**src/sv/gbtd_pkg.sv**
```systemverilog
// Shared types, register addresses and the prescaler threshold table of the timer.
package gbtd_pkg;

  // Word kinds on the input channel.
  typedef enum logic [1:0] {
    KIND_TICK  = 2'd0,
    KIND_WRITE = 2'd1,
    KIND_READ  = 2'd2
  } kind_e;

  // Register map.
  localparam logic [15:0] ADDR_DIV  = 16'hFF04;
  localparam logic [15:0] ADDR_TIMA = 16'hFF05;
  localparam logic [15:0] ADDR_TMA  = 16'hFF06;
  localparam logic [15:0] ADDR_TAC  = 16'hFF07;

  localparam int unsigned ACC_W         = 11;
  localparam logic [7:0]  TICK_TSTATES  = 8'd4;
  localparam int unsigned TAC_ENABLE_BIT = 2;
  localparam logic [7:0]  UNMAPPED_DATA = 8'hFF;

  // One input word.
  typedef struct packed {
    kind_e       kind;
    logic [15:0] address;
    logic [7:0]  write_data;
  } item_t;

  // One result word.
  typedef struct packed {
    logic [7:0] read_data;
    logic       timer_irq;
  } result_t;

  // Prescaler threshold in T-states, selected by control bits 1:0.
  function automatic logic [ACC_W-1:0] threshold(input logic [1:0] sel);
    logic [ACC_W-1:0] thr;
    case (sel)
      2'd0:    thr = ACC_W'(1024);
      2'd1:    thr = ACC_W'(16);
      2'd2:    thr = ACC_W'(64);
      default: thr = ACC_W'(256);
    endcase
    return thr;
  endfunction

endpackage

```
**src/sv/gbtd_timer.sv**
```systemverilog
// Timer register file and the single-pass update for one word.
module gbtd_timer (
  input  logic            clk_i,
  input  logic            rst_ni,
  input  logic            fire_i,
  input  gbtd_pkg::item_t item_i,
  output gbtd_pkg::result_t res_o
);
  import gbtd_pkg::*;

  logic [7:0]       div_q, div_d;
  logic [7:0]       phase_q, phase_d;
  logic [7:0]       tima_q, tima_d;
  logic [7:0]       tma_q, tma_d;
  logic [7:0]       tac_q, tac_d;
  logic [ACC_W-1:0] acc_q, acc_d;

  logic [7:0]       phase_inc;
  logic [ACC_W-1:0] acc_inc;
  logic [ACC_W-1:0] thr;
  logic             enabled;

  assign phase_inc = phase_q + TICK_TSTATES;
  assign acc_inc   = acc_q + ACC_W'(TICK_TSTATES);
  assign thr       = threshold(tac_q[1:0]);
  assign enabled   = tac_q[TAC_ENABLE_BIT];

  // Next state and result for the word in the input register.
  always_comb begin
    div_d   = div_q;
    phase_d = phase_q;
    tima_d  = tima_q;
    tma_d   = tma_q;
    tac_d   = tac_q;
    acc_d   = acc_q;
    res_o   = '0;
    if (fire_i) begin
      case (item_i.kind)
        KIND_TICK: begin
          phase_d = phase_inc;
          if (phase_inc == 8'd0) begin
            div_d = div_q + 8'd1;
          end
          if (enabled) begin
            acc_d = acc_inc;
            if (acc_inc >= thr) begin
              acc_d = acc_inc - thr;
              if (tima_q == 8'hFF) begin
                tima_d          = tma_q;
                res_o.timer_irq = 1'b1;
              end else begin
                tima_d = tima_q + 8'd1;
              end
            end
          end
        end
        KIND_WRITE: begin
          unique case (item_i.address)
            ADDR_DIV:  div_d  = 8'd0;
            ADDR_TIMA: tima_d = item_i.write_data;
            ADDR_TMA:  tma_d  = item_i.write_data;
            ADDR_TAC:  tac_d  = item_i.write_data;
            default:   ;
          endcase
        end
        KIND_READ: begin
          unique case (item_i.address)
            ADDR_DIV:  res_o.read_data = div_q;
            ADDR_TIMA: res_o.read_data = tima_q;
            ADDR_TMA:  res_o.read_data = tma_q;
            ADDR_TAC:  res_o.read_data = tac_q;
            default:   res_o.read_data = UNMAPPED_DATA;
          endcase
        end
        default: ;
      endcase
    end
  end

  // State registers.
  always_ff @(posedge clk_i or negedge rst_ni) begin
    if (!rst_ni) begin
      div_q   <= '0;
      phase_q <= '0;
      tima_q  <= '0;
      tma_q   <= '0;
      tac_q   <= '0;
      acc_q   <= '0;
    end else begin
      div_q   <= div_d;
      phase_q <= phase_d;
      tima_q  <= tima_d;
      tma_q   <= tma_d;
      tac_q   <= tac_d;
      acc_q   <= acc_d;
    end
  end

  // An overflow reloads the counter from the modulo register.
  a_irq_reload: assert property (@(posedge clk_i) disable iff (!rst_ni)
    (fire_i && res_o.timer_irq) |=> (tima_q == $past(tma_q)))
    else $error("counter not reloaded after overflow");

  // With the timer disabled a tick leaves the prescaler and counter alone.
  a_disabled_hold: assert property (@(posedge clk_i) disable iff (!rst_ni)
    (fire_i && item_i.kind == KIND_TICK && !enabled) |=> ($stable(acc_q) && $stable(tima_q)))
    else $error("disabled timer advanced");

  // The phase counter moves only on ticks.
  a_phase_ticks: assert property (@(posedge clk_i) disable iff (!rst_ni)
    !(fire_i && item_i.kind == KIND_TICK) |=> $stable(phase_q))
    else $error("phase counter moved without a tick");

endmodule

```
**src/sv/gameboy_timer_divider_unit.sv**
```systemverilog
// Top level: input register, timer update and result register with valid/stall handshakes.
// An accepted word waits in the input register; its result is loaded into the result register once that is free.
// Throughput: one word per cycle while the output is not stalled; the timer state updates in a single pass per word.
// While a result waits under stall, one more word is taken into the input register.
// Reset (rst_ni low, asynchronous) clears all timer registers and both valid flags.
module gameboy_timer_divider_unit (
  input  logic        clk_i,
  input  logic        rst_ni,
  input  logic        in_valid_i,
  output logic        in_stall_o,
  input  logic [1:0]  kind_i,
  input  logic [15:0] address_i,
  input  logic [7:0]  write_data_i,
  output logic        out_valid_o,
  input  logic        out_stall_i,
  output logic [7:0]  read_data_o,
  output logic        timer_irq_o
);
  import gbtd_pkg::*;

  logic    s1_valid_q;
  item_t   s1_item_q;
  logic    out_valid_q;
  result_t out_res_q;
  result_t res;
  logic    out_free;
  logic    fire;
  logic    in_take;

  // The result register can load when empty or being drained.
  assign out_free   = !out_valid_q || !out_stall_i;
  assign fire       = s1_valid_q && out_free;
  assign in_stall_o = s1_valid_q && !out_free;
  assign in_take    = in_valid_i && !in_stall_o;

  // Input register.
  always_ff @(posedge clk_i or negedge rst_ni) begin
    if (!rst_ni) begin
      s1_valid_q <= 1'b0;
    end else if (in_take) begin
      s1_valid_q <= 1'b1;
    end else if (fire) begin
      s1_valid_q <= 1'b0;
    end
  end

  always_ff @(posedge clk_i) begin
    if (in_take) begin
      s1_item_q <= '{kind: kind_e'(kind_i), address: address_i, write_data: write_data_i};
    end
  end

  gbtd_timer u_timer (
    .clk_i  (clk_i),
    .rst_ni (rst_ni),
    .fire_i (fire),
    .item_i (s1_item_q),
    .res_o  (res)
  );

  // Result register.
  always_ff @(posedge clk_i or negedge rst_ni) begin
    if (!rst_ni) begin
      out_valid_q <= 1'b0;
    end else if (out_free) begin
      out_valid_q <= fire;
    end
  end

  always_ff @(posedge clk_i) begin
    if (fire) begin
      out_res_q <= res;
    end
  end

  assign out_valid_o = out_valid_q;
  assign read_data_o = out_res_q.read_data;
  assign timer_irq_o = out_res_q.timer_irq;

  // A word in the input register is never lost while the output is blocked.
  a_hold_input: assert property (@(posedge clk_i) disable iff (!rst_ni)
    (s1_valid_q && !out_free) |=> s1_valid_q)
    else $error("input word dropped under stall");

  // A drained result with nothing behind it leaves the output empty.
  a_drain: assert property (@(posedge clk_i) disable iff (!rst_ni)
    (out_valid_q && !out_stall_i && !s1_valid_q) |=> !out_valid_q)
    else $error("result repeated");

  // Stall is only raised with a word waiting in the input register.
  a_stall_cause: assert property (@(posedge clk_i) disable iff (!rst_ni)
    in_stall_o |-> (s1_valid_q && out_valid_q))
    else $error("spurious input stall");

endmodule

```
**config.mk**
```make
export PLATFORM = sky130hd
export DESIGN_NAME = gameboy_timer_divider_unit
export DESIGN_NICKNAME = d
export VERILOG_FILES = /design/src/sv/gbtd_pkg.sv /design/src/sv/gbtd_timer.sv /design/src/sv/gameboy_timer_divider_unit.sv
export SDC_FILE = /design/constraint.sdc
export NUM_CORES = 1
export LEC_CHECK = 0
export ABC_AREA = 0
export ABC_CLOCK_PERIOD_IN_PS = 3800
export BUFFER_PORTS_ARGS = -buffer_cell sky130_fd_sc_hd__buf_2
export CORE_MARGIN = 2
export CORE_UTILIZATION = 30
export DETAILED_ROUTE_END_ITERATION = 10
export PLACE_DENSITY = 0.44
export SYNTH_ARGS = -nofsm -noshare
export SYNTH_HDL_FRONTEND = slang
export SYNTH_SLANG_ARGS = --single-unit
```
**constraint.sdc**
```tcl
create_clock -name clk_i -period 3.8 [get_ports clk_i]
set_clock_uncertainty 0.15 [all_clocks]
set_input_delay 0.38 -clock clk_i [delete_from_list [all_inputs] [get_ports clk_i]]
set_output_delay 0.38 -clock clk_i [all_outputs]
set_load 0.05 [all_outputs]
```
### Word level (Yosys, flattened, before mapping)

Cells that the tools add are included.

* bits in registers: 88
* bits of input ports: 30
* output and inout port bits: 11
* word-level logic and storage cells: 67

* add/subtract/negate cells: 5
* magnitude comparators: 1
* equality and inequality tests: 14
* mux-type cells: 14
* reduce and logical (&&, ||, !) cells: 20

Operators with widths (count)
* $eq 16x16->1 const B: 4
* $mux 8: 6
* $pmux 11 s3: 1
* $pmux 8 s2: 2
* $pmux 8 s4: 1
* $add 8x1->8 const B: 2
* $reduce_and 3->1: 4
* $add 11x3->11 const B: 1
* $ge 11x11->1: 1
* $mux 11: 1
* $sub 11x11->11: 1
* $ne 2x1->1 const B: 5
* $add 8x3->8 const B: 1
* $eq 8x8->1 const B: 1
* $logic_not 8->1: 1
* $reduce_and 5->1: 1
* $eq 2x1->1 const B: 2
* $eq 2x2->1 const B: 2
* $logic_not 1->1: 4
* $logic_not 2->1: 2
* $reduce_and 4->1: 1
* $reduce_bool 2->1: 2
* $logic_and 1x1->1: 3
* $mux 1: 3
* other kinds (2): 2

### Longest topological paths before layout

* depth after elaboration: 7
* mapped depth: 12
* mapped depth without buffers: 11

### Hierarchy

Synthesis repeated with hierarchy kept, for this count alone.

* cell total of the unflattened synthesis: 362
* area, all modules: 4275.4 um^2

By module, submodules not included
* gbtd_timer: times used 1, cells each 319, area an instance 3131.8 um^2, seq. area each 1176.1 um^2
* gameboy_timer_divider_unit: times used 1, cells each 43, area an instance 1143.6 um^2, seq. area each 1101.1 um^2

### Least setup slack after synthesis

No wires, ideal clock.

* path type: register to register
* start: reg s1_item_q[13] (netlist name)
* end: reg u_timer.div_q[7]
* library setup time: 77 ps
* arrival: 2989 ps
* data required time: 3573 ps
* setup slack: 583 ps
* stages on the path, launching flop included: 9
* buffers on the path: 1
* period minus slack after synthesis: 3217 ps
* path through: edfxtp_1 -> or4_1 -> or4_4 -> buf_6 -> or4b_4 -> a211oi_4 -> nand4_2 -> or3_1 -> a21oi_1

* cells in the longest elaborated chain, start to end: 3

RTL lines
* start, declared: line gameboy_timer_divider_unit.sv:22 `item_t s1_item_q;`
* start signal, assigned: line gameboy_timer_divider_unit.sv:49 `s1_item_q <= '{kind: kind_e'(kind_i), address: address_i, write_data: write_data_i};`
* $eq 16x16->1: line gbtd_timer.sv:58 `unique case (item_i.address)`
* $ne 2x1->1 (no source line)
* $reduce_and 4->1 (no source line)
* end signal, assigned: line gbtd_timer.sv:90 `div_q <= div_d;`
* end, declared: line gbtd_timer.sv:11 `logic [7:0] div_q, div_d;`

No other way between the ends.
A chain may end at the register's enable or synchronous reset.

### Final worst setup path

* start: reg u_timer.acc_q[2]
* end: reg u_timer.tima_q[7]

* cells in the longest elaborated chain, start to end: 4

RTL lines
* start, declared: line gbtd_timer.sv:16 `logic [ACC_W-1:0] acc_q, acc_d;`
* start signal, assigned: line gbtd_timer.sv:88 `acc_q <= '0;`
* start signal, assigned: line gbtd_timer.sv:95 `acc_q <= acc_d;`
* $add 11x3->11: line gbtd_timer.sv:24 `assign acc_inc = acc_q + ACC_W'(TICK_TSTATES);`
* $ge 11x11->1: line gbtd_timer.sv:46 `if (acc_inc >= thr) begin`
* $ne 2x1->1 (no source line)
* $reduce_and 5->1 (no source line)
* end signal, assigned: line gbtd_timer.sv:92 `tima_q <= tima_d;`
* end, declared: line gbtd_timer.sv:13 `logic [7:0] tima_q, tima_d;`

No other way between the ends.

==> impl_metrics.env <==
export IMPL_status="finished, final reports clean"
export IMPL_p_leak_nw=2.09
export IMPL_async_flop_share_pct=58.3
export IMPL_dieWidth_um=123
export IMPL_finalSetupTns_ns=0
export IMPL_yosys_area_top_type_share_pct=29.0
export IMPL_fin_crit_sh_pct=90.0
export IMPL_die_h_um=123
export IMPL_firstDrtPassIters=4
export IMPL_slew_headroom_pct=35.7
export IMPL_cts_tree="done"
export IMPL_final_hold_viol_count=0
export IMPL_drive_above_1_share_pct=24.0
export IMPL_synth_top_family_by_area="simple AND/OR/NAND/NOR gates"
export IMPL_final_common_cell="dfrtp_1"
export IMPL_synth_main_ff_cell="dfrtp_1"
export IMPL_num_io_pins=41
export IMPL_via_count=2890
export IMPL_drc=0
export IMPL_arrival_ns=3.49
export IMPL_p_per_area_nw_per_um2=424
export IMPL_hpwl_um=6700
export IMPL_vdd_drop_max_mv=0.293
export IMPL_grt_max_degree=33
export IMPL_synth_nets=398
export IMPL_h_tree_depth=3
export IMPL_wire_per_inst_um=15.5
export IMPL_tightestPinTransition_ns=0.960
export IMPL_synth_cells=358
export IMPL_wl_um=9150
export IMPL_synth_top_cells_by_area="dfrtp_1 (29%), edfxtp_1 (25%), mux2_2 (6.4%), mux4_2 (4.3%), nand2_1 (3.4%)"
export IMPL_synth_edf_count=35
export IMPL_synth_top_area_cell="dfrtp_1"
export IMPL_startpoint_type="flip-flop"
export IMPL_syn_area_um2=4230
export IMPL_cts_root_buf="clkbuf_16"
export IMPL_layout_min_cycle_time_ns=3.42
export IMPL_port_buffer_count=40
export IMPL_gp_congestion=0.819
export IMPL_rsz0062_at_grt="false"
export IMPL_antenna_found_initial=0
export IMPL_ant_nets=0
export IMPL_holdWs_ns=0.0635
export IMPL_yosysWarnings=0
export IMPL_cts_buffer_depth=2
export IMPL_clock_fmax_mhz=293
export IMPL_worstPathMaxFanout=8
export IMPL_cts_sink_count=84
export IMPL_grt_pass1_vias=2842
export IMPL_core_area_um2=13800
export IMPL_slew_viol_final=0
export IMPL_synth_cell_types=53
export IMPL_clock_latency_ns=0.34
export IMPL_clk_pin_slew_ns=0.06
export IMPL_cap_violations=0
export IMPL_synth_xor_area_share_pct=5.18
export IMPL_path_class="reg -> reg"
export IMPL_via_per_inst=4.88
export IMPL_finalSetupViolCount=0
export IMPL_critPathRequiredTime_ns=3.87
export IMPL_nets=447
export IMPL_grt_use_total_pct=13.3
export IMPL_initial_utilization_pct=30.6
export IMPL_finish_utilization_pct=35.7
export IMPL_die_area_um2=15100
export IMPL_synth_compound_area_share_pct=8.53
export IMPL_diodes=0
export IMPL_avgSynthCellArea_um2=11.8
export IMPL_syn_to_final_growth_pct=16.9
export IMPL_synth_adder_area_share_pct=2.96
export IMPL_critical_path_endpoint_type="flip-flop"
export IMPL_cts_buffers=9
export IMPL_mostFrequentLayoutCells="dfrtp_1 (49), buf_2 (40), nand2_1 (38)"
export IMPL_grt_pass1_wl_um=15000
export IMPL_yosys_area_share_simple_pct=14.7
export IMPL_first_iter_violations=112
export IMPL_synth_seq_cells=84
export IMPL_hp_class="in -> reg"
export IMPL_muxShareOfSynthArea_pct=12.1
export IMPL_gr_total_overflow=0
export IMPL_yosysSeqAreaShare_pct=53.9
export IMPL_rows=43
-- Yosys cell counts (2+ instances only) --
cell type  number
dfrtp_1        49
nand2_1        38
edfxtp_1       35
nor2_1         30
mux2_2         24
o21ai_0        20
xnor2_1        14
nand4_1        12
nand3_1        11
xor2_1         11
ha_1           10
a21oi_1         9
inv_1           9
mux4_2          8
clkbuf_1        7
mux2i_1         6
nand2b_1        6
and3_1          5
nor3_1          5
a211oi_1        4
and2_1          4
a31oi_1         3
a41oi_1         2
buf_6           2
nor2b_1         2
o31ai_1         2
or2_2           2
or3_1           2
or4_1           2
-- layer usage --
| layer | wire length [um] | global-route usage (%) | part of all wire, % | up-vias |
|---|---|---|---|---|
| met5 | 0 | 0 | 0 | - |
| met4 | 161 | 5.82 | 1.8 | 0 |
| met3 | 335 | 2.79 | 3.7 | 12 |
| met2 | 4160 | 20.2 | 45 | 64 |
| met1 | 4490 | 18.3 | 49 | 1400 |
| li1 | - | - | - | 1414 |
-- where the power goes --
part | internal [W] | switching, W | total (W)
sequential | 0.00101 | 0.0000502 | 0.00106
clock | 0.000523 | 0.000337 | 0.000861
combinational | 0.0000684 | 0.000104 | 0.000173
-- state kept, by name, indices dropped and copies added (netlist names) --
| signal | count |
|---|---|
| u_timer.tma_q | 8 |
| u_timer.tima_q | 8 |
| timer_irq_o | 1 |
| u_timer.phase_q | 6 |
| s1_item_q | 26 |
| s1_valid_q | 1 |
| read_data_o | 8 |
| u_timer.tac_q | 8 |
| u_timer.acc_q | 9 |
| out_valid_o | 1 |
| u_timer.div_q | 8 |
-- kinds of logic (layout without fill, tap and decap cells) --
group,count (synthesis),count (layout)
AO/OA/AOI/OAI,54,54
XOR/XNOR,25,25
adder cells (fa/ha/maj),10,10
buffers and inverters,21,75
flip-flops,84,84
multiplexers,38,38
AND/OR/NAND/NOR,126,126
-- layout make-up --
class / count / area [um2]
well taps: 180 / 225
fillers: 1355 / 8890
repair buffers: 50 / 278
multi-input cells: 253 / 1840
clock buffers: 13 / 250
inverters: 9 / 33.8
clock inverters: 3 / 37.5
flip-flops and latches: 84 / 2280
-- stage by stage --
step | area [um2] | std cells | power (W) | setup slack, ns
after floorplan | 4230 | 358 | 0.00118 | 0.583
after global placement | 4640 | 575 | 0.00125 | 0.454
after detailed placement | 4640 | 575 | 0.00125 | 0.416
after CTS | 4940 | 592 | 0.00213 | 0.371
after global routing | 4940 | 592 | 0.00218 | 0.117
final | 4940 | 592 | 0.00209 | 0.381
-- path summary, 6_finish.rpt --
path                                     from  slack (ns)                  to  cells past startpoint
hold reg to reg            u_timer.phase_q[2]        0.34  u_timer.phase_q[2]                      1
hold / removal                   address_i[2]        0.06       s1_item_q[10]                      1
setup / recovery             u_timer.acc_q[2]        0.38   u_timer.tima_q[7]                     11
setup reg to reg             u_timer.acc_q[2]        0.38   u_timer.tima_q[7]                     11
min in group asynchronous              rst_ni        0.38    u_timer.acc_q[8]                      2
max in group asynchronous              rst_ni        2.32    u_timer.tac_q[5]                      3
-- worst max-delay path, stage by stage, from the launching register on --
cell	delay, ns
dfrtp_1	0.43
ha_1	0.30
and3_1	0.21
nand3_1	0.10
xnor2_1	0.22
ha_1	0.30
nand2_1	0.09
a21oi_1	0.07
o21ai_0	0.13
a21oi_1	0.14
a31oi_1	0.73
mux2_2	0.42
-- timing repair --
item / in CTS / in global routing
hold buffers: 1 / 0
setup buffers: 0 / 0
resized for setup: 0 / 0
endpoints found under the setup margin: 0 / 0
hold endpoints to repair: 17 / 0
Note: power is estimated with default switching activity, not from simulation.
